**src/design/fs_pkg.sv**
```systemverilog
// Shared constants, types and codes for the frequency stack.
package fs_pkg;

    localparam int CAPACITY = 64;
    localparam int IDX_W    = $clog2(CAPACITY);
    localparam int CNT_W    = $clog2(CAPACITY + 1);
    localparam int VALUE_W  = 32;
    localparam int ENTRY_W  = CNT_W + VALUE_W;

    localparam logic OP_PUSH = 1'b0;
    localparam logic OP_POP  = 1'b1;

    localparam logic [1:0] STATUS_PUSH_OK   = 2'd0;
    localparam logic [1:0] STATUS_POP_OK    = 2'd1;
    localparam logic [1:0] STATUS_PUSH_FULL = 2'd2;
    localparam logic [1:0] STATUS_POP_EMPTY = 2'd3;

    typedef enum logic [1:0] {
        ST_IDLE,
        ST_SCAN,
        ST_SHIFT,
        ST_DONE
    } fs_state_t;

    typedef struct packed {
        logic               we;
        logic [IDX_W-1:0]   waddr;
        logic [ENTRY_W-1:0] wdata;
        logic               re;
        logic [IDX_W-1:0]   raddr;
    } fs_mem_req_t;

    typedef struct packed {
        logic [VALUE_W-1:0] pop_value;
        logic [1:0]         status;
    } fs_result_t;

endpackage

```
**src/design/fs_req_if.sv**
```systemverilog
// Request channel: operation and push value with valid/ready.
interface fs_req_if;
    logic               valid;
    logic               ready;
    logic               operation;
    logic signed [31:0] push_value;

    modport source (output valid, output operation, output push_value, input ready);
    modport sink   (input valid, input operation, input push_value, output ready);
endinterface

```
**src/design/fs_rsp_if.sv**
```systemverilog
// Result channel: popped value and status with valid/ready.
interface fs_rsp_if;
    logic               valid;
    logic               ready;
    logic signed [31:0] pop_value;
    logic [1:0]         status;

    modport source (output valid, output pop_value, output status, input ready);
    modport sink   (input valid, input pop_value, input status, output ready);
endinterface

```
**src/design/frequency_stack_core.sv**
```systemverilog
// Top level of the frequency stack: engine, entry memory and result register.
//
// Usage:
//   request  (sink):   operation (0 push, 1 pop) and push_value, valid/ready.
//   result   (source): pop_value and status, valid/ready, one per request.
//   Status: 0 push accepted, 1 pop done, 2 push dropped (full), 3 pop on empty.
// Operation (n = stored entries before the request):
//   push            : one memory read per stored entry to count matching
//                     values, then one write.
//   pop             : a scan of all n entries for the highest tag, then one
//                     read and one write per later entry to close the gap.
//   full/empty case : no memory access; the engine goes straight to its result.
//   One request is worked at a time; the single read port of the entry
//   memory sets the pace.
// Reset: asynchronous, active low; the store is empty afterwards. Memory
//   contents are not cleared, only entries below the occupancy are read.
// Stall: a finished result sits in the output register; the engine takes
//   the next request meanwhile, but holds its own result until the output
//   register frees up.
module frequency_stack_core
    import fs_pkg::*;
(
    input  logic clk,
    input  logic rst_n,
    fs_req_if.sink   request,
    fs_rsp_if.source result
);

    fs_mem_req_t        mem_req;
    logic [ENTRY_W-1:0] mem_rdata;
    logic               res_valid;
    logic               res_ready;
    fs_result_t         res;

    logic               out_valid_reg;
    fs_result_t         out_data_reg;

    // entry store: {frequency tag, value}, index 0 is the oldest
    fs_ram #(
        .WIDTH (ENTRY_W),
        .DEPTH (CAPACITY)
    ) u_entries (
        .clk   (clk),
        .we    (mem_req.we),
        .waddr (mem_req.waddr),
        .wdata (mem_req.wdata),
        .re    (mem_req.re),
        .raddr (mem_req.raddr),
        .rdata (mem_rdata)
    );

    fs_engine u_engine (
        .clk       (clk),
        .rst_n     (rst_n),
        .in_valid  (request.valid),
        .in_ready  (request.ready),
        .in_op     (request.operation),
        .in_value  (request.push_value),
        .res_valid (res_valid),
        .res_ready (res_ready),
        .res       (res),
        .mem_req   (mem_req),
        .mem_rdata (mem_rdata)
    );

    // output register decouples the engine from a stalled receiver
    assign res_ready = !out_valid_reg || result.ready;

    always_ff @(posedge clk or negedge rst_n)
    begin
        if (!rst_n)
        begin
            out_valid_reg <= 1'b0;
        end
        else if (res_ready)
        begin
            out_valid_reg <= res_valid;
        end
    end

    always_ff @(posedge clk)
    begin
        if (res_ready && res_valid)
        begin
            out_data_reg <= res;
        end
    end

    assign result.valid     = out_valid_reg;
    assign result.pop_value = out_data_reg.pop_value;
    assign result.status    = out_data_reg.status;

endmodule

```
**src/design/fs_ram.sv**
```systemverilog
// Generic simple dual-port RAM, one write and one registered read port.
module fs_ram #(
    parameter int WIDTH = 8,
    parameter int DEPTH = 16
) (
    input  logic                     clk,
    input  logic                     we,
    input  logic [$clog2(DEPTH)-1:0] waddr,
    input  logic [WIDTH-1:0]         wdata,
    input  logic                     re,
    input  logic [$clog2(DEPTH)-1:0] raddr,
    output logic [WIDTH-1:0]         rdata
);

    logic [WIDTH-1:0] mem [DEPTH];
    logic [WIDTH-1:0] rdata_reg;

    always_ff @(posedge clk)
    begin
        if (we)
        begin
            mem[waddr] <= wdata;
        end
        if (re)
        begin
            rdata_reg <= mem[raddr];
        end
    end

    assign rdata = rdata_reg;

endmodule

```
**src/design/fs_engine.sv**
```systemverilog
// Sequencer: scans the entry memory to count, select and compact entries.
module fs_engine
    import fs_pkg::*;
(
    input  logic               clk,
    input  logic               rst_n,
    input  logic               in_valid,
    output logic               in_ready,
    input  logic               in_op,
    input  logic [VALUE_W-1:0] in_value,
    output logic               res_valid,
    input  logic               res_ready,
    output fs_result_t         res,
    output fs_mem_req_t        mem_req,
    input  logic [ENTRY_W-1:0] mem_rdata
);

    fs_state_t          state_reg, state_next;
    logic               op_reg, op_next;
    logic [VALUE_W-1:0] val_reg, val_next;
    logic [CNT_W-1:0]   occ_reg, occ_next;
    logic [CNT_W-1:0]   addr_reg, addr_next;
    logic               rd_vld_reg, rd_vld_next;
    logic [IDX_W-1:0]   rd_idx_reg, rd_idx_next;
    logic [CNT_W-1:0]   count_reg, count_next;
    logic [IDX_W-1:0]   best_idx_reg, best_idx_next;
    logic [CNT_W-1:0]   best_freq_reg, best_freq_next;
    logic [VALUE_W-1:0] best_val_reg, best_val_next;
    logic [1:0]         status_reg, status_next;

    logic [CNT_W-1:0]   rd_freq;
    logic [VALUE_W-1:0] rd_val;

    assign rd_freq = mem_rdata[ENTRY_W-1:VALUE_W];
    assign rd_val  = mem_rdata[VALUE_W-1:0];

    always_ff @(posedge clk or negedge rst_n)
    begin
        if (!rst_n)
        begin
            state_reg  <= ST_IDLE;
            occ_reg    <= '0;
            rd_vld_reg <= 1'b0;
        end
        else
        begin
            state_reg  <= state_next;
            occ_reg    <= occ_next;
            rd_vld_reg <= rd_vld_next;
        end
    end

    always_ff @(posedge clk)
    begin
        op_reg        <= op_next;
        val_reg       <= val_next;
        addr_reg      <= addr_next;
        rd_idx_reg    <= rd_idx_next;
        count_reg     <= count_next;
        best_idx_reg  <= best_idx_next;
        best_freq_reg <= best_freq_next;
        best_val_reg  <= best_val_next;
        status_reg    <= status_next;
    end

    always_comb
    begin
        state_next     = state_reg;
        op_next        = op_reg;
        val_next       = val_reg;
        occ_next       = occ_reg;
        addr_next      = addr_reg;
        rd_vld_next    = 1'b0;
        rd_idx_next    = rd_idx_reg;
        count_next     = count_reg;
        best_idx_next  = best_idx_reg;
        best_freq_next = best_freq_reg;
        best_val_next  = best_val_reg;
        status_next    = status_reg;
        mem_req        = '0;
        in_ready       = 1'b0;
        res_valid      = 1'b0;

        case (state_reg)
            ST_IDLE:
            begin
                in_ready = 1'b1;
                if (in_valid)
                begin
                    op_next        = in_op;
                    val_next       = in_value;
                    addr_next      = '0;
                    count_next     = '0;
                    best_freq_next = '0;
                    if (in_op == OP_POP)
                    begin
                        if (occ_reg == '0)
                        begin
                            status_next = STATUS_POP_EMPTY;
                            state_next  = ST_DONE;
                        end
                        else
                        begin
                            state_next = ST_SCAN;
                        end
                    end
                    else if (occ_reg == CNT_W'(CAPACITY))
                    begin
                        status_next = STATUS_PUSH_FULL;
                        state_next  = ST_DONE;
                    end
                    else
                    begin
                        state_next = ST_SCAN;
                    end
                end
            end

            ST_SCAN:
            begin
                if (addr_reg < occ_reg)
                begin
                    mem_req.re    = 1'b1;
                    mem_req.raddr = addr_reg[IDX_W-1:0];
                    rd_idx_next   = addr_reg[IDX_W-1:0];
                    rd_vld_next   = 1'b1;
                    addr_next     = addr_reg + 1'b1;
                end
                if (rd_vld_reg)
                begin
                    if (op_reg == OP_PUSH)
                    begin
                        if (rd_val == val_reg)
                        begin
                            count_next = count_reg + 1'b1;
                        end
                    end
                    else if (rd_freq >= best_freq_reg)
                    begin
                        // ascending scan: >= keeps the newest among equal tags
                        best_freq_next = rd_freq;
                        best_idx_next  = rd_idx_reg;
                        best_val_next  = rd_val;
                    end
                end
                if (addr_reg >= occ_reg && !rd_vld_reg)
                begin
                    if (op_reg == OP_PUSH)
                    begin
                        mem_req.we    = 1'b1;
                        mem_req.waddr = occ_reg[IDX_W-1:0];
                        mem_req.wdata = {count_reg + 1'b1, val_reg};
                        occ_next      = occ_reg + 1'b1;
                        status_next   = STATUS_PUSH_OK;
                        state_next    = ST_DONE;
                    end
                    else
                    begin
                        addr_next   = CNT_W'(best_idx_reg) + 1'b1;
                        status_next = STATUS_POP_OK;
                        state_next  = ST_SHIFT;
                    end
                end
            end

            ST_SHIFT:
            begin
                if (addr_reg < occ_reg)
                begin
                    mem_req.re    = 1'b1;
                    mem_req.raddr = addr_reg[IDX_W-1:0];
                    rd_idx_next   = addr_reg[IDX_W-1:0];
                    rd_vld_next   = 1'b1;
                    addr_next     = addr_reg + 1'b1;
                end
                if (rd_vld_reg)
                begin
                    mem_req.we    = 1'b1;
                    mem_req.waddr = rd_idx_reg - 1'b1;
                    mem_req.wdata = mem_rdata;
                end
                if (addr_reg >= occ_reg && !rd_vld_reg)
                begin
                    occ_next   = occ_reg - 1'b1;
                    state_next = ST_DONE;
                end
            end

            ST_DONE:
            begin
                res_valid = 1'b1;
                if (res_ready)
                begin
                    state_next = ST_IDLE;
                end
            end

            default:
            begin
                state_next = ST_IDLE;
            end
        endcase
    end

    assign res.pop_value = (status_reg == STATUS_POP_OK) ? best_val_reg : '0;
    assign res.status    = status_reg;

    a_occ_bound: assert property (@(posedge clk) disable iff (!rst_n)
        occ_reg <= CNT_W'(CAPACITY))
        else $error("occupancy beyond capacity");

    a_shift_write: assert property (@(posedge clk) disable iff (!rst_n)
        (state_reg == ST_SHIFT && mem_req.we) |-> (CNT_W'(mem_req.waddr) < occ_reg))
        else $error("compaction write outside stored entries");

    a_full_drop: assert property (@(posedge clk) disable iff (!rst_n)
        (in_valid && in_ready && in_op == OP_PUSH && occ_reg == CNT_W'(CAPACITY))
        |=> (state_reg == ST_DONE && status_reg == STATUS_PUSH_FULL
             && occ_reg == $past(occ_reg)))
        else $error("push on full not dropped");

    a_occ_change: assert property (@(posedge clk) disable iff (!rst_n)
        (occ_reg != $past(occ_reg)) |-> (state_reg == ST_DONE))
        else $error("occupancy changed outside completion");

endmodule

```
**src/flat_wrapper.sv**
```systemverilog
// flat-port wrapper written by rule: the top's interface ports become plain ports
module frequency_stack_core_flat import fs_pkg::*;
  (clk, rst_n, request_valid, request_operation, request_push_value, request_ready, result_valid, result_pop_value, result_status, result_ready);
  fs_req_if request_i ();
  fs_rsp_if result_i ();
  input  logic clk;
  input  logic rst_n;
  input wire logic [$bits(request_i.valid)-1:0] request_valid;
  input wire logic [$bits(request_i.operation)-1:0] request_operation;
  input wire logic [$bits(request_i.push_value)-1:0] request_push_value;
  output wire logic [$bits(request_i.ready)-1:0] request_ready;
  output wire logic [$bits(result_i.valid)-1:0] result_valid;
  output wire logic [$bits(result_i.pop_value)-1:0] result_pop_value;
  output wire logic [$bits(result_i.status)-1:0] result_status;
  input wire logic [$bits(result_i.ready)-1:0] result_ready;
  assign request_i.valid = request_valid;
  assign request_i.operation = request_operation;
  assign request_i.push_value = request_push_value;
  assign request_ready = request_i.ready;
  assign result_valid = result_i.valid;
  assign result_pop_value = result_i.pop_value;
  assign result_status = result_i.status;
  assign result_i.ready = result_ready;
  frequency_stack_core u_core (.clk(clk), .rst_n(rst_n), .request(request_i), .result(result_i));
endmodule
```
**config.mk**
```make
export PLATFORM = sky130hd
export DESIGN_NAME = frequency_stack_core_flat
export DESIGN_NICKNAME = d
export VERILOG_FILES = /design/src/design/fs_pkg.sv /design/src/design/fs_req_if.sv /design/src/design/fs_rsp_if.sv /design/src/design/frequency_stack_core.sv /design/src/design/fs_ram.sv /design/src/design/fs_engine.sv /design/src/flat_wrapper.sv
export SDC_FILE = /design/constraint.sdc
export NUM_CORES = 2
export LEC_CHECK = 0
export BUFFER_PORTS_ARGS = -buffer_cell sky130_fd_sc_hd__buf_2
export CAP_MARGIN = 30
export CORE_MARGIN = 5
export CORE_UTILIZATION = 35
export CTS_BUF_LIST = sky130_fd_sc_hd__clkbuf_8 sky130_fd_sc_hd__clkbuf_16
export CTS_CLUSTER_SIZE = 14
export DETAILED_ROUTE_END_ITERATION = 7
export GPL_ROUTABILITY_DRIVEN = 0
export GPL_TIMING_DRIVEN = 0
export PLACE_DENSITY = 0.57
export SETUP_SLACK_MARGIN = 0.4
export SLEW_MARGIN = 20
export SYNTH_ARGS = -nofsm -noshare
export SYNTH_HDL_FRONTEND = slang
export SYNTH_SLANG_ARGS = --single-unit
export TNS_END_PERCENT = 100
```
**constraint.sdc**
```tcl
create_clock -name clk -period 5.1 [get_ports clk]
set_input_delay 0.51 -clock clk [delete_from_list [all_inputs] [get_ports clk]]
set_output_delay 0.51 -clock clk [all_outputs]
set_load 0.01 [all_outputs]
```
==> results_dict.tcl <==
set metrics [dict create \
    nets 7968 \
    tightest_slew_ns 1.18 \
    worst_slack_ns 0.253 \
    h-tree-depth 5 \
    outcome "finished with violations" \
    cp-end-kind "register" \
    port_buffers 72 \
    cts.clk_slew.worst_paths_ns 0.06 \
    place_ws_ns -2.66 \
    ys_types 74 \
    ir_drop_mv 0.283 \
    grt_max_degree 39 \
    critPathRequiredTime_ns 5.73 \
    setup_tns_ns 0 \
    fin_crit_ns 4.85 \
    drt-vias-per-instance 5.64 \
    synth.ff_latch_count 2680 \
    yosys.area_share.adder_pct 0.347 \
    synthFlopType "edfxtp_1" \
    final_cells 12095 \
    synth_compound_area_share_pct 7.20 \
    min_path_type "primary input to asynchronous set/reset pin" \
    violations "DRC" \
    synth_xor_area_share_pct 0.477 \
    max-slew-margin-rel_pct 21.6 \
    p_per_area_nw_per_um2 508 \
    placed_area_um2 118000 \
    setup_violations 0 \
    core_area_um2 303000 \
    synthMuxAreaShare_pct 4.47 \
    cts_buffers 279 \
    setup.worst_path.class "register to register" \
    placed_cells 11465 \
    antenna_found_initial 22 \
    grt_pass1_wl_um 491000 \
    grt_pass1_vias 66153 \
    synthArstFlopShare_pct 0.410 \
    r2r_setup_slack_ns 0.25 \
    syn_nets 7248 \
    rsz0062_at_grt "yes" \
    grtUsageTotal_pct 21.5 \
    dpl.hpwl_um 253000 \
    vias 68266 \
    drc_errors 2 \
    worstSkewPairLatency_ns 0.86 \
    drive_above_1_share_pct 18.5 \
    holdWs_ns 0.0539 \
    hold_viol_final 0 \
    die_area_um2 316000 \
    drtIter0Drc 9212 \
    die_h_um 562 \
    dieWidth_um 562 \
    p_total_mw 66.3 \
    io_pins 73 \
    p_leak_nw 41.8 \
    n_fill_cell 26473 \
    fin_util_pct 43.1 \
    start_kind "register" \
    timing.fmax_mhz 206 \
    synth.yosys.warnings 0 \
    cap_viol_max_count 0 \
    drt-total-wl_um 353000 \
    cts_tree "done" \
    cts.sinks 2680 \
    area_growth_syn_to_layout_pct 22.4 \
    crit_arrival_ns 5.48 \
    synth_edf_count 2669 \
    fin_crit_sh_pct 95.0 \
    clockRootBuffer "clkbuf_16" \
    syn_area_um2 107000 \
    grt-ovfl-total 0 \
    ant_nets 0 \
    slew_violations 0 \
    start_util_pct 35.2 \
    finish.instance_area_um2 130000 \
    crit_fanout 10 \
    rows 202 \
    syn_inst 7182 \
    synthSimpleGateAreaFrac_pct 9.86 \
    synth_area_per_cell_um2 14.8 \
    clk_path_buf_depth 4 \
    fin_skew_ns 0.0518 \
    wl_per_cell_um 29.2 \
    synth_seq_area_share_pct 75.5 \
    largest_reg_flops 2496 \
    dr.pass1.iters 8 \
    synth_top_family_by_area "simple AND/OR/NAND/NOR gates" \
]
==> synth_stat cells, types with 24 or more instances <==
| master | count | share of area [%] |
|---|---|---|
| ha_1 | 28 | 0.33 |
| a2111oi_0 | 36 | 0.30 |
| a31o_2 | 33 | 0.27 |
| clkbuf_1 | 273 | 0.96 |
| nand4_1 | 230 | 1.4 |
| o311ai_0 | 27 | 0.22 |
| a221oi_1 | 38 | 0.31 |
| nand3_1 | 475 | 2.2 |
| a32oi_1 | 129 | 1.1 |
| o31ai_1 | 107 | 0.75 |
| nand2_1 | 1456 | 5.1 |
| a32o_1 | 35 | 0.33 |
| mux2_2 | 71 | 0.75 |
| a21oi_1 | 198 | 0.93 |
| o31a_1 | 37 | 0.30 |
| a22oi_1 | 46 | 0.32 |
| buf_2 | 142 | 0.67 |
| buf_4 | 24 | 0.17 |
| buf_1 | 42 | 0.15 |
| xor2_1 | 26 | 0.21 |
| xnor2_1 | 32 | 0.26 |
| nor2_1 | 124 | 0.44 |
| and2_1 | 47 | 0.28 |
| edfxtp_1 | 2669 | 75 |
| a31oi_1 | 56 | 0.33 |
| a41oi_1 | 37 | 0.30 |
| a211oi_1 | 173 | 1.2 |
| inv_1 | 28 | 0.099 |
| mux2i_1 | 396 | 3.7 |
==> layout by cell type, fill, tap and decap left out, types with 53 or more instances in the layout <==
master,instances
o31ai_1,107
clkinv_1,65
nor2_4,78
clkbuf_16,293
buf_2,190
clkbuf_1,154
nand2_1,1452
a32oi_1,129
mux2i_1,396
nand4_1,230
a31oi_1,53
inv_1,81
nand3_1,473
clkbuf_2,92
edfxtp_1,2669
buf_12,108
a211oi_1,136
buf_16,117
a21oi_1,134
buf_4,136
mux2_2,71
==> report_power, final <==
group	switching, mW	internal, mW	total (mW)	leakage (nW)
logic	14.0	5.63	19.6	13.9
clock network	8.43	11.8	20.2	4.56
registers	0.443	26.0	26.4	23.3
total	22.9	43.4	66.3	41.8
==> cells by family after synthesis <==
family / count (synthesis)
adder cells (fa/ha/maj): 29
AO/OA/AOI/OAI: 1025
flip-flops: 2680
multiplexers: 467
AND/OR/NAND/NOR: 2399
buffers and inverters: 524
XOR/XNOR: 58
==> layer usage <==
metal  up-vias  track usage (%)  routed length (µm)  share of wire (%)
li1      29212                -                   -                  -
met1     34621             29.0              138000                 39
met2      3787             32.8              157000                 44
met3       640             5.32               39700                 11
met4         6             10.0               18300                5.2
met5         -                0                 187              0.053
==> area by class of cell <==
| class | instances | area, µm² | share of cell area, % |
|---|---|---|---|
| antenna | 9 | 22.5 | 0.0173 |
| timing repair buffer | 439 | 6910 | 5.30 |
| sequential | 2680 | 80400 | 61.6 |
| tap | 3978 | 4980 | 3.81 |
| inverter | 29 | 109 | 0.0834 |
| multi-input combinational | 3978 | 26300 | 20.1 |
| clock buffer | 290 | 7260 | 5.56 |
| buffer | 495 | 2870 | 2.20 |
| clock inverter | 197 | 1640 | 1.26 |
==> worst paths after layout <==
path	startpoint	to	cells past startpoint
setup / recovery	u_core.u_engine.addr_reg[6]	u_core.u_entries.rdata[21]	16
hold / removal	rst_n	u_core.u_engine.state_reg[1]	2
setup reg to reg	u_core.u_engine.addr_reg[6]	u_core.u_entries.rdata[21]	16
hold reg to reg	u_core.u_engine.status_reg[1]	u_core.result.status[1]	0
max in group asynchronous	rst_n	u_core.u_engine.occ_reg[3]	2
min in group clk	request_valid	u_core.u_engine.val_reg[1]	2
==> critical path, stage by stage, from the launching register on <==
cell and delay, ns:
edfxtp_1 0.43, ha_2 0.41, nand4_1 0.21, a21oi_4 0.31
buf_12 0.15, nor2_4 0.04, ha_4 0.18, o211ai_1 0.10
clkbuf_8 0.31, buf_12 0.20, clkbuf_16 0.23, nor3_2 0.07
buf_6 0.19, buf_2 0.26, a211oi_2 0.49, nand4_1 0.50
a41oi_2 0.47
==> repair_timing <==
| action | in CTS | in global routing |
|---|---|---|
| gates cloned | 0 | 1 |
| hold buffers | 35 | 0 |
| buffers inserted | 48 | 47 |
| hold endpoints to repair | 46 | 0 |
| setup endpoints to repair | 1521 | 1464 |
| pin swaps | 54 | 87 |
| gates resized for setup | 388 | 225 |
No activity file was read; power rests on OpenSTA's default activity.
